## src/cthm_pkg.sv

```systemverilog
// Shared types and constants of the cache tag hit/miss model.
// No dependencies; used by every module of the block.
`default_nettype none

package cthm_pkg;

    localparam int ADDR_W    = 32;
    localparam int TAG_W     = 22;
    localparam int RAW_IDX_W = 9;
    localparam int COUNT_W   = 32;
    localparam int CFG_W     = 3;

    // Configuration register indexes.
    localparam logic [0:0] CFG_MODE         = 1'b0;
    localparam logic [0:0] CFG_BLOCK_OFFSET = 1'b1;

    // Access kinds.
    localparam logic ACT_READ  = 1'b0;
    localparam logic ACT_WRITE = 1'b1;

    // Cache organizations.
    localparam logic MODE_DIRECT  = 1'b0;
    localparam logic MODE_TWO_WAY = 1'b1;

    localparam logic [2:0] MIN_OFFSET_BITS   = 3'd2;
    localparam logic [2:0] MAX_OFFSET_BITS   = 3'd6;
    localparam logic [2:0] RESET_OFFSET_BITS = 3'd2;

    // One set of the tag store.
    typedef struct packed {
        logic             v0;
        logic [TAG_W-1:0] t0;
        logic             v1;
        logic [TAG_W-1:0] t1;
        logic             recent;
    } set_entry_t;

    localparam set_entry_t ENTRY_RESET = '{v0: 1'b0, t0: '0, v1: 1'b0, t1: '0, recent: 1'b1};

    function automatic logic [2:0] eff_offset_bits(input logic [2:0] raw);
        logic [2:0] b;
        b = raw;
        if (b < MIN_OFFSET_BITS)
        begin
            b = MIN_OFFSET_BITS;
        end
        if (b > MAX_OFFSET_BITS)
        begin
            b = MAX_OFFSET_BITS;
        end
        return b;
    endfunction

endpackage

`default_nettype wire

```

## src/cthm_index.sv

```systemverilog
// Address decode: set index and tag of a request for the current mode and block size.
// Depends on cthm_pkg.
`default_nettype none

module cthm_index #(
    parameter int MAX_SETS = 512
) (
    input  wire logic                               mode,
    input  wire logic [cthm_pkg::CFG_W-1:0]         offset_bits,
    input  wire logic [cthm_pkg::ADDR_W-1:0]        address,
    output logic      [$clog2(MAX_SETS)-1:0]        idx,
    output logic      [cthm_pkg::TAG_W-1:0]         tag
);

    localparam int IDX_W = $clog2(MAX_SETS);
    // Wide enough to hold MAX_SETS shifted by four for the reduction steps.
    localparam int RW    = IDX_W + 5;

    logic [2:0]                        b;
    logic [3:0]                        cap;
    logic [10:0]                       shifted;
    logic [10:0]                       mask;
    logic [10:0]                       raw_full;
    logic [cthm_pkg::RAW_IDX_W-1:0]    raw_idx;
    logic [RW-1:0]                     rem;

    always_comb
    begin
        b        = cthm_pkg::eff_offset_bits(offset_bits);
        cap      = (mode == cthm_pkg::MODE_TWO_WAY) ? 4'd11 : 4'd10;
        shifted  = address[10:0] >> b;
        mask     = (11'd1 << (cap - {1'b0, b})) - 11'd1;
        raw_full = shifted & mask;
        raw_idx  = raw_full[cthm_pkg::RAW_IDX_W-1:0];
    end

    // The raw index stays below 32 times MAX_SETS, so five conditional
    // subtractions of shifted copies of MAX_SETS leave the remainder.
    always_comb
    begin
        rem = RW'(raw_idx);
        for (int j = 4; j >= 0; j--)
        begin
            if (rem >= (RW'(MAX_SETS) << j))
            begin
                rem = rem - (RW'(MAX_SETS) << j);
            end
        end
    end

    assign idx = rem[IDX_W-1:0];
    assign tag = (mode == cthm_pkg::MODE_TWO_WAY) ? {1'b0, address[31:11]} : address[31:10];

endmodule

`default_nettype wire

```

## config.mk

```make
export PLATFORM = sky130hd
export DESIGN_NAME = cthm_index
export DESIGN_NICKNAME = d
export VERILOG_FILES = /design/src/cthm_pkg.sv /design/src/cthm_index.sv
export SDC_FILE = /design/constraint.sdc
export NUM_CORES = 1
export LEC_CHECK = 0
export ABC_AREA = 1
export BUFFER_PORTS_ARGS = -buffer_cell sky130_fd_sc_hd__buf_4
export CORE_MARGIN = 2
export CORE_UTILIZATION = 40
export DETAILED_ROUTE_END_ITERATION = 10
export GPL_ROUTABILITY_DRIVEN = 0
export PLACE_DENSITY = 0.81
export RECOVER_POWER = 50
export SYNTH_ARGS = -nofsm -noshare
export SYNTH_HDL_FRONTEND = slang
export SYNTH_SLANG_ARGS = --single-unit
```

## constraint.sdc

```tcl
create_clock -name vclk -period 6.1
set_input_delay 1.83 -clock vclk [all_inputs]
set_output_delay 1.83 -clock vclk [all_outputs]
set_load 0.005 [all_outputs]
```

==> run summary <==
For the global-route usage over all layers, the log shows 23.7%. The tools report the max-cap violation count as 0. Horizontal extent of the die: 47.4 µm. The class of the tightest hold or removal check is primary input to primary output. The number of cells on the worst hold path was 4. The library cell occupying the most area in the post-synthesis netlist is sky130_fd_sc_hd__nand2_1.

After floorplanning, the core was divided into 15 placement rows. The mean routed wirelength per cell is 10.4 µm, and the number of optimization iterations in the first detailed-route pass is 4. The total vias in the final route came out at 1238. In this run the power density over the cells is 75.7 mW/mm². The multiplexer share of the synthesized area is 0%. The run gives 0 ps as the setup total negative slack.

Of all nets on the critical path, the largest fanout is 14. The logs give 0 for the antenna violation net count after detailed routing and 0.786 nW for the static leakage. The mapped netlist covers 754 µm². Yosys mapped the design onto 23 distinct sky130hd cell types. The worst hold path begins at address[12]. The flow ran to the end, and the final reports show no timing, DRC or antenna violations.

After filler insertion, the fill cell instance count of the layout stands at 182. The run gives 0 as the number of hold violations in the final report. The run gives 0 as the number of flip-flops and latches. For the finished layout, the period the worst path requires is 5530 ps. The effective utilization at floorplan is 43.2%. Timing startpoint of the critical path: offset_bits[2].

Data on the critical path arrives at its endpoint at 3700 ps. The number of warnings issued by yosys came out at 0. The run gives 168 as the cell count after synthesis. The complex-gate fraction of the synthesized area is 13.4%. The tools report the initial antenna violation count as 0.

Each instance of the synthesized netlist takes up on average 4.49 µm². The layout has 0 clock buffers. The synthesized design devotes to its leading area cell type 44.3% of total area.

Main combinational cell family by area after synthesis: simple AND/OR/NAND/NOR gates. Power comes to 0.0000922 W. For this design the top-level I/O count stands at 67. The endpoint kind of the worst setup timing path is a primary output. The number of setup buffers added after CTS is 0. The repair_antennas step left the layout with diodes totalling 0.

The count of unresolved DRC violations after routing is 0, and the via count of the first global-routing pass is 1035. The die covers 0.00225 mm². Share of post-route cells with drive strength above 1: 30.3%. Setup violations remaining at the end of the flow were counted as 0. The portion of the post-synthesis area used by sequential elements was 0%; the post-cts repair resize count was 0. The number of max-slew violations in the final report is 0. The largest voltage drop on the vdd net came out at 0.0425 mV.

The most common cell in the synthesized netlist is sky130_fd_sc_hd__nand2_1. The total congestion overflow is 0. Dividing the detail-routed via count by the number of cells gives 4.89. The post-cts hold buffer count came out at 0.

Entering global routing, the biggest net connects 27 pins. The count of placed standard cells in the final layout, fillers left out came out at 253. The adder-cell area share of the yosys netlist came out at 1.66%. The worst setup path is launched from a primary input. For the final wirelength, the log shows 2.63 mm.

The post-synthesis share of cell area spent on xor and xnor gates came out at 0%. The number of DRC markers in iteration 0 was 33. In the synthesized netlist, the cells that appear most often are sky130_fd_sc_hd__nand2_1 (89), sky130_fd_sc_hd__inv_1 (17), sky130_fd_sc_hd__nand3_1 (11). The number of port buffers works out to 67. The first global-routing pass estimated 4.06 mm of wire. The peak clock frequency supported by timing is 181 MHz.

For the worst endpoint required time, the log shows 4270 ps. After synthesis, the cell types taking the most area are sky130_fd_sc_hd__nand2_1 (44%), sky130_fd_sc_hd__inv_1 (8.5%), sky130_fd_sc_hd__nand3_1 (7.3%). The period utilization is 90.7%. The floorplan step set the die height to 47.4 µm. Type of the worst setup path: primary input to primary output. The tools report the detailed placer's ending HPWL as 2.15 mm. The footprint of the flip-flops and latches was 0 µm². Headroom to the max-slew limit came out at 59.2%. The relative area change from synthesis to final layout is 61.4%. The logs give 253 for the total placed cells including tap cells and 267 for the final net count. For the pin with the worst max-slew slack, the measured transition is 608 ps.

Setup repair after global routing left no endpoint under its margin. The total area inside the core boundary comes to 0.00175 mm². Of the total synthesized cell area, the portion taken by AND, OR, NAND and NOR gates is 68.3%.
[cell type report]
cell class,instances,area (µm²),share of cell area [%]
Inverter,20,77.6,6.37
Multi-Input combinational cell,141,617,50.7
Tap cell,25,31.3,2.57
Timing Repair Buffer,67,492,40.4
[final timing paths]
path | slack (ps) | end
setup / recovery | 570 | idx[0]
hold / removal | 3930 | tag[2]
[worst max-delay path, stage by stage]
cell	delay (ps)
sky130_fd_sc_hd__clkbuf_1	360
sky130_fd_sc_hd__inv_4	110
sky130_fd_sc_hd__nand2_1	230
sky130_fd_sc_hd__nand3_1	480
sky130_fd_sc_hd__nand2_1	220
sky130_fd_sc_hd__nand2_1	100
sky130_fd_sc_hd__o21ai_0	150
sky130_fd_sc_hd__inv_1	50
sky130_fd_sc_hd__nand2_1	60
sky130_fd_sc_hd__clkbuf_1	120
[power breakdown]
part	switching, W	leakage (nW)	total (W)	internal [W]
sequential	0	0	0	0
combinational	0.0000458	0.786	0.0000922	0.0000464
clock	0	0	0	0
[routing by layer]
| layer | global-route usage [%] | share of wire, % | vias up |
|---|---|---|---|
| met1 | 29.7 | 41 | 533 |
| met4 | 0.556 | 0 | 0 |
| met5 | 0 | 0 | - |
| met2 | 44.6 | 49 | 60 |
| met3 | 3.77 | 9.6 | 0 |
| li1 | - | - | 645 |
[kinds of logic after synthesis]
group,count (synthesis)
and+or+nand+nor,120
buffers and inverters,28
AOI/OAI and AO/OA,18
adders and majority gates,1
other,1
[placed cells by master (no fill, tap or decap), types with 2 or more instances in the layout]
master,instances
sky130_fd_sc_hd__conb_1,2
sky130_fd_sc_hd__clkbuf_4,6
sky130_fd_sc_hd__nand4_1,6
sky130_fd_sc_hd__a31oi_1,2
sky130_fd_sc_hd__nor2_1,10
sky130_fd_sc_hd__a21oi_1,3
sky130_fd_sc_hd__o21ai_0,9
sky130_fd_sc_hd__nand2_1,90
sky130_fd_sc_hd__buf_4,58
sky130_fd_sc_hd__nand3_1,12
sky130_fd_sc_hd__inv_1,17
sky130_fd_sc_hd__nand2_4,2
sky130_fd_sc_hd__clkbuf_1,3
[stage by stage]
| stage | area [µm²] | util (%) | setup slack (ps) | hold WS, ps |
|---|---|---|---|---|
| after floorplan | 758 | - | 1650 | 3740 |
| after global placement | 1250 | 71.5 | 947 | 3930 |
| after detailed placement | 1250 | 71.5 | 845 | 3930 |
| after CTS | 1250 | 71.5 | 837 | 3930 |
| after global routing | 1220 | 69.7 | 364 | 3960 |
| final | 1220 | 69.7 | 568 | 3930 |
Power figures use the tool's default switching activity.
