File: config.mk
export PLATFORM = sky130hd
export DESIGN_NAME = cthm_lookup
export DESIGN_NICKNAME = d
export VERILOG_FILES = /design/src/cthm_pkg.sv /design/src/cthm_lookup.sv
export SDC_FILE = /design/constraint.sdc
export NUM_CORES = 1
export LEC_CHECK = 0
export ABC_AREA = 1
export BUFFER_PORTS_ARGS = -buffer_cell sky130_fd_sc_hd__buf_2
export CAP_MARGIN = 40
export CORE_ASPECT_RATIO = 1.2
export CORE_UTILIZATION = 37
export DETAILED_ROUTE_END_ITERATION = 10
export SLEW_MARGIN = 15
export SYNTH_ARGS = -nofsm -noshare
export SYNTH_HDL_FRONTEND = slang
export SYNTH_SLANG_ARGS = --single-unit
export TNS_END_PERCENT = 30
File: constraint.sdc
create_clock -name clk -period 4.1 [get_ports clk]
set_input_delay 0.205 -clock clk [delete_from_list [all_inputs] [get_ports clk]]
set_output_delay 0.205 -clock clk [all_outputs]
set_load 0.02 [all_outputs]
File: src/cthm_pkg.sv
// Shared types and constants of the cache tag hit/miss model.
// No dependencies; used by every module of the block.
`default_nettype none

package cthm_pkg;

    localparam int ADDR_W    = 32;
    localparam int TAG_W     = 22;
    localparam int RAW_IDX_W = 9;
    localparam int COUNT_W   = 32;
    localparam int CFG_W     = 3;

    // Configuration register indexes.
    localparam logic [0:0] CFG_MODE         = 1'b0;
    localparam logic [0:0] CFG_BLOCK_OFFSET = 1'b1;

    // Access kinds.
    localparam logic ACT_READ  = 1'b0;
    localparam logic ACT_WRITE = 1'b1;

    // Cache organizations.
    localparam logic MODE_DIRECT  = 1'b0;
    localparam logic MODE_TWO_WAY = 1'b1;

    localparam logic [2:0] MIN_OFFSET_BITS   = 3'd2;
    localparam logic [2:0] MAX_OFFSET_BITS   = 3'd6;
    localparam logic [2:0] RESET_OFFSET_BITS = 3'd2;

    // One set of the tag store.
    typedef struct packed {
        logic             v0;
        logic [TAG_W-1:0] t0;
        logic             v1;
        logic [TAG_W-1:0] t1;
        logic             recent;
    } set_entry_t;

    localparam set_entry_t ENTRY_RESET = '{v0: 1'b0, t0: '0, v1: 1'b0, t1: '0, recent: 1'b1};

    function automatic logic [2:0] eff_offset_bits(input logic [2:0] raw);
        logic [2:0] b;
        b = raw;
        if (b < MIN_OFFSET_BITS)
        begin
            b = MIN_OFFSET_BITS;
        end
        if (b > MAX_OFFSET_BITS)
        begin
            b = MAX_OFFSET_BITS;
        end
        return b;
    endfunction

endpackage

`default_nettype wire

File: src/cthm_lookup.sv
// Lookup stage: tag compare, replacement, write-back with forwarding, hit and
// miss totals and the output register. Depends on cthm_pkg.
`default_nettype none

module cthm_lookup #(
    parameter int MAX_SETS = 512
) (
    input  wire logic                          clk,
    input  wire logic                          rst_n,
    input  wire logic                          mode,
    input  wire logic                          in_accept,
    input  wire logic                          in_action,
    input  wire logic [$clog2(MAX_SETS)-1:0]   in_idx,
    input  wire logic [cthm_pkg::TAG_W-1:0]    in_tag,
    output logic                               ready,
    input  cthm_pkg::set_entry_t               rd_data,
    output logic                               wr_en,
    output logic      [$clog2(MAX_SETS)-1:0]   wr_addr,
    output cthm_pkg::set_entry_t               wr_data,
    input  wire logic                          out_stall,
    output logic                               out_valid,
    output logic                               hit,
    output logic      [cthm_pkg::COUNT_W-1:0]  hit_count,
    output logic      [cthm_pkg::COUNT_W-1:0]  miss_count
);

    localparam int IDX_W = $clog2(MAX_SETS);

    logic                            s1_valid_reg;
    logic                            s1_action_reg;
    logic [IDX_W-1:0]                s1_idx_reg;
    logic [cthm_pkg::TAG_W-1:0]      s1_tag_reg;
    logic                            fwd_valid_reg;
    logic [IDX_W-1:0]                fwd_idx_reg;
    cthm_pkg::set_entry_t            fwd_entry_reg;
    logic                            out_valid_reg;
    logic                            hit_reg;
    logic [cthm_pkg::COUNT_W-1:0]    hit_total_reg;
    logic [cthm_pkg::COUNT_W-1:0]    miss_total_reg;

    logic                            advance;
    logic                            complete;
    logic                            h0;
    logic                            h1;
    logic                            hit_now;
    cthm_pkg::set_entry_t            cur_entry;
    cthm_pkg::set_entry_t            upd_entry;

    assign advance  = !out_valid_reg || !out_stall;
    assign complete = s1_valid_reg && advance;
    assign ready    = !s1_valid_reg || advance;

    // The memory read of a request races the write-back of the request just
    // before it; the last written entry stands in for the stale read.
    assign cur_entry = (fwd_valid_reg && fwd_idx_reg == s1_idx_reg) ? fwd_entry_reg : rd_data;

    always_comb
    begin
        h0        = cur_entry.v0 && cur_entry.t0 == s1_tag_reg;
        h1        = cur_entry.v1 && cur_entry.t1 == s1_tag_reg;
        upd_entry = cur_entry;
        hit_now   = 1'b0;
        if (mode == cthm_pkg::MODE_DIRECT)
        begin
            if (h0)
            begin
                hit_now = 1'b1;
            end
            else if (s1_action_reg == cthm_pkg::ACT_READ)
            begin
                upd_entry.v0 = 1'b1;
                upd_entry.t0 = s1_tag_reg;
            end
        end
        else
        begin
            if (h0)
            begin
                hit_now          = 1'b1;
                upd_entry.recent = 1'b0;
            end
            else if (h1)
            begin
                hit_now          = 1'b1;
                upd_entry.recent = 1'b1;
            end
            else if (cur_entry.recent)
            begin
                upd_entry.v0     = 1'b1;
                upd_entry.t0     = s1_tag_reg;
                upd_entry.recent = 1'b0;
            end
            else
            begin
                upd_entry.v1     = 1'b1;
                upd_entry.t1     = s1_tag_reg;
                upd_entry.recent = 1'b1;
            end
        end
    end

    always_ff @(posedge clk or negedge rst_n)
    begin
        if (!rst_n)
        begin
            s1_valid_reg   <= 1'b0;
            fwd_valid_reg  <= 1'b0;
            out_valid_reg  <= 1'b0;
            hit_total_reg  <= '0;
            miss_total_reg <= '0;
        end
        else
        begin
            if (in_accept)
            begin
                s1_valid_reg <= 1'b1;
            end
            else if (advance)
            begin
                s1_valid_reg <= 1'b0;
            end
            if (advance)
            begin
                out_valid_reg <= s1_valid_reg;
            end
            if (complete)
            begin
                fwd_valid_reg <= 1'b1;
                if (hit_now)
                begin
                    hit_total_reg <= hit_total_reg + 1'b1;
                end
                else
                begin
                    miss_total_reg <= miss_total_reg + 1'b1;
                end
            end
        end
    end

    always_ff @(posedge clk)
    begin
        if (in_accept)
        begin
            s1_action_reg <= in_action;
            s1_idx_reg    <= in_idx;
            s1_tag_reg    <= in_tag;
        end
        if (complete)
        begin
            fwd_idx_reg   <= s1_idx_reg;
            fwd_entry_reg <= upd_entry;
            hit_reg       <= hit_now;
        end
    end

    assign wr_en      = complete;
    assign wr_addr    = s1_idx_reg;
    assign wr_data    = upd_entry;
    assign out_valid  = out_valid_reg;
    assign hit        = hit_reg;
    // The totals change only when a result loads the output register.
    assign hit_count  = hit_total_reg;
    assign miss_count = miss_total_reg;

endmodule

`default_nettype wire

==> flow_summary_export.csv <==
group,metric,value,unit
global_routing,grt_max_degree,58,
critical_path,critical_path.max_fanout,38,
logic_synthesis,syn_area,10900,um2
route,drc,0,
timing,min_period,3890,ps
global_routing,grt_pass1_vias,11100,
cells_and_area,drive_gt1_share,15.2,%
cells_and_area,instances_no_fill,2247,
pwr,finalPower,4.28,mW
pwr,pwr-share-comb,20.2,%
pwr,powerDensity,324,nW/um2
place,place_hpwl,28900,um
floorplan,dieWidth,159,um
place,placed_cells,2176,
cts,tritoncts,"built",
route,vias_per_cell,5.13,
cells_and_area,syn_to_final_growth,21.4,%
place,portBuffers,207,
pwr,seqPwrFrac,43.9,%
critical_path,r2r_cells,17,
logic_synthesis,synth_cell_types,36,
floorplan,ioPinCount,208,
global_routing,gr-total-overflow,0,
route,ant_nets,0,
logic_synthesis,ys_ff_latch,156,
timing,setup-violations-final,0,
pwr,vdd_drop_max,0.178,mV
timing,fmax,257,MHz
logic_synthesis,yosysWarnings,0,
logic_synthesis,async_flop_share,42.9,%
place,gp_congestion,0.979,
pwr,sw_frac_of_total,32.4,%
floorplan,rows,68,
timing,fin_worst_skew,15.7,ps
cts,cts_sinks,156,
logic_synthesis,syn_avg_cell_area,6.71,um2
floorplan,die_area,30100,um2
route,dr.pass1.iters,7,
global_routing,grt_antenna_before_repair,4,
pwr,p_leak,6.89,nW
critical_path,r2r_end,"hit_count[17]",
global_routing,grt_pass1_wl,60100,um
pwr,p_switching,1.39,mW
cells_and_area,final_core_util,45.8,%
cells_and_area,final_common_cell,"nand2_1",
timing,relSlewSlack,49.3,%
cts,cts_root_buf,"clkbuf_16",
cts,cts_max_path_buffers,2,
critical_path,worstSetupEndpoint,"wr_data[5]",
logic_synthesis,synthCells,1624,
floorplan,initial_core_util,37.8,%
critical_path,crit_type,"reg -> out",
logic_synthesis,yosysSeqAreaShare,39.9,%
route,wl_per_cell,17.3,um
route,wirelength,39000,um
worst_hold_path,holdCritPathClass,"in -> reg",
timing,hold_viol,0,
critical_path,start_kind,"flop",
floorplan,coreArea,28800,um2
cts,insertion_delay,450,ps
cells_and_area,largest_reg_flops,47,
timing,whs,200,ps
critical_path,ff2ff_setup_slack,660,ps
timing,fin_tns_setup,0,ps
critical_path,required,3890,ps
cells_and_area,final_cell_mix,"nand2_1, buf_2, nand3_1",
timing,final-max-slew-violation-count,0,
logic_synthesis,syn-num-nets,1710,
cts,clkTransAtPathRegs,60,ps
logic_synthesis,synth_top_flop_cell,"edfxtp_1",
critical_path,arrival,3690,ps
critical_path,cp-startpoint,"wr_addr[8]",
timing,fin_crit_sh,94.9,%
timing,tightest_slew,758,ps
flow_run,max_cap_viol_count,0,
logic_synthesis,synth_edf_count,89,
pwr,p_clk_share,35.8,%
critical_path,timing.rr.start,"wr_addr[8]",
run_status,status,"complete, no violations",
cts,cts_buffers,17,
cts,h-tree-depth,4,
global_routing,grtUsageTotal,26.3,%
critical_path,end_kind,"output pin",
cells_and_area,final_nets,1932,
route,vias,11500,
pwr,p_int,2.89,mW
floorplan,die-height,190,um
route,drt_iter0_markers,769,
[layer usage]
layer	up-vias	part of all wire (%)	GRT usage [%]
met1	5360	41	31.3
met2	410	50	46.2
li1	5678	-	-
met5	-	0.033	0
met4	2	2.8	9.91
met3	71	6.4	4.94
[worst min-delay path by stage]
stage	to	slack, ps	cells after the start	start
4_1_cts	s1_tag_reg[18]	190	1	in_accept
3_3_place_gp	miss_count[17]	260	1	rst_n
5_1_grt	wr_addr[8]	220	1	in_accept
3_5_place_dp	miss_count[17]	270	1	rst_n
6_report	wr_addr[6]	200	1	in_accept
2_1_floorplan	fwd_valid_reg	-90	0	rst_n
[repair_timing]
| item | CTS | global route |
|---|---|---|
| gates resized for setup | 3 | 11 |
| endpoints found under the setup margin | 5 | 44 |
| hold endpoints to repair | 60 | 0 |
| setup buffers | 0 | 2 |
| pin swaps | 0 | 1 |
| hold buffers | 34 | 0 |
[kinds of logic (layout without fill, tap and decap cells)]
family	Yosys count	in the layout	share of synthesized area [%]
simple gates	1147	1147	44.6
buf+inv	215	450	8.74
flops	156	156	39.9
compound gates	54	54	2.50
xor+xnor	50	50	4.02
fa+ha+maj	2	2	0.230
other cells	0	3	0
[power groups by stage]
stage / sequential (mW) / combinational (mW) / clock [mW]
2_1_floorplan: 1.91 / 0.504 / 0
3_5_place_dp: 1.91 / 0.834 / 0
3_3_place_gp: 1.91 / 0.823 / 0
5_1_grt: 1.89 / 0.962 / 1.62
4_1_cts: 1.88 / 0.863 / 1.57
6_report: 1.88 / 0.866 / 1.53
[synth_stat cells (2+ instances only)]
cell type | count | area (um2)
nand3b_1 | 3 | 22.5
nor4_1 | 13 | 81.3
ha_1 | 2 | 25.0
dfrtp_1 | 67 | 1680
xor2_1 | 41 | 359
xnor2_1 | 9 | 78.8
nand4_1 | 48 | 300
and3_1 | 2 | 12.5
a21oi_1 | 2 | 10.0
nor3b_1 | 3 | 22.5
o21ai_1 | 2 | 10.0
buf_2 | 20 | 100
buf_6 | 11 | 124
edfxtp_1 | 89 | 2670
nand4_2 | 2 | 25.0
o21ai_0 | 49 | 245
nor2_4 | 2 | 22.5
nand2_2 | 4 | 25.0
inv_2 | 4 | 15.0
nand2_1 | 711 | 2670
nor2_2 | 3 | 18.8
buf_4 | 10 | 75.1
buf_1 | 7 | 26.3
nor2_1 | 121 | 454
clkbuf_1 | 14 | 52.6
nand3_1 | 197 | 986
inv_1 | 148 | 556
nor3_1 | 32 | 160
[worst max-delay path, stage by stage (launching register included)]
cell	delay [ps]
edfxtp_1	430
inv_1	80
nand2_1	50
nand2_1	110
nand3_2	110
nor2_4	130
clkbuf_8	330
nand3_1	160
nand2_1	160
nand2_1	160
nand2_1	120
nor2_1	40
nand2_1	60
nor2_1	40
nand3_1	200
nand2_1	170
nor2_4	220
buf_12	210
nand3_1	90
nand2_1	170
buf_2	200
[final cells by class]
class | instances | area, um2
Antenna cell | 3 | 7.51
Clock buffer | 20 | 437
Clock inverter | 12 | 97.6
Fill cell | 3077 | 15600
Inverter | 153 | 574
Multi-Input combinational cell | 1253 | 5650
Sequential cell | 156 | 4350
Tap cell | 385 | 482
Timing Repair Buffer | 265 | 1620
[through the flow]
step	instance area (um2)	setup WS (ps)
6_report	13200	210
5_1_grt	13200	-38.8
4_1_cts	13100	41.5
3_5_place_dp	12300	454
3_3_place_gp	12200	529
2_1_floorplan	10900	552
No activity file was read; power rests on OpenSTA's default activity.
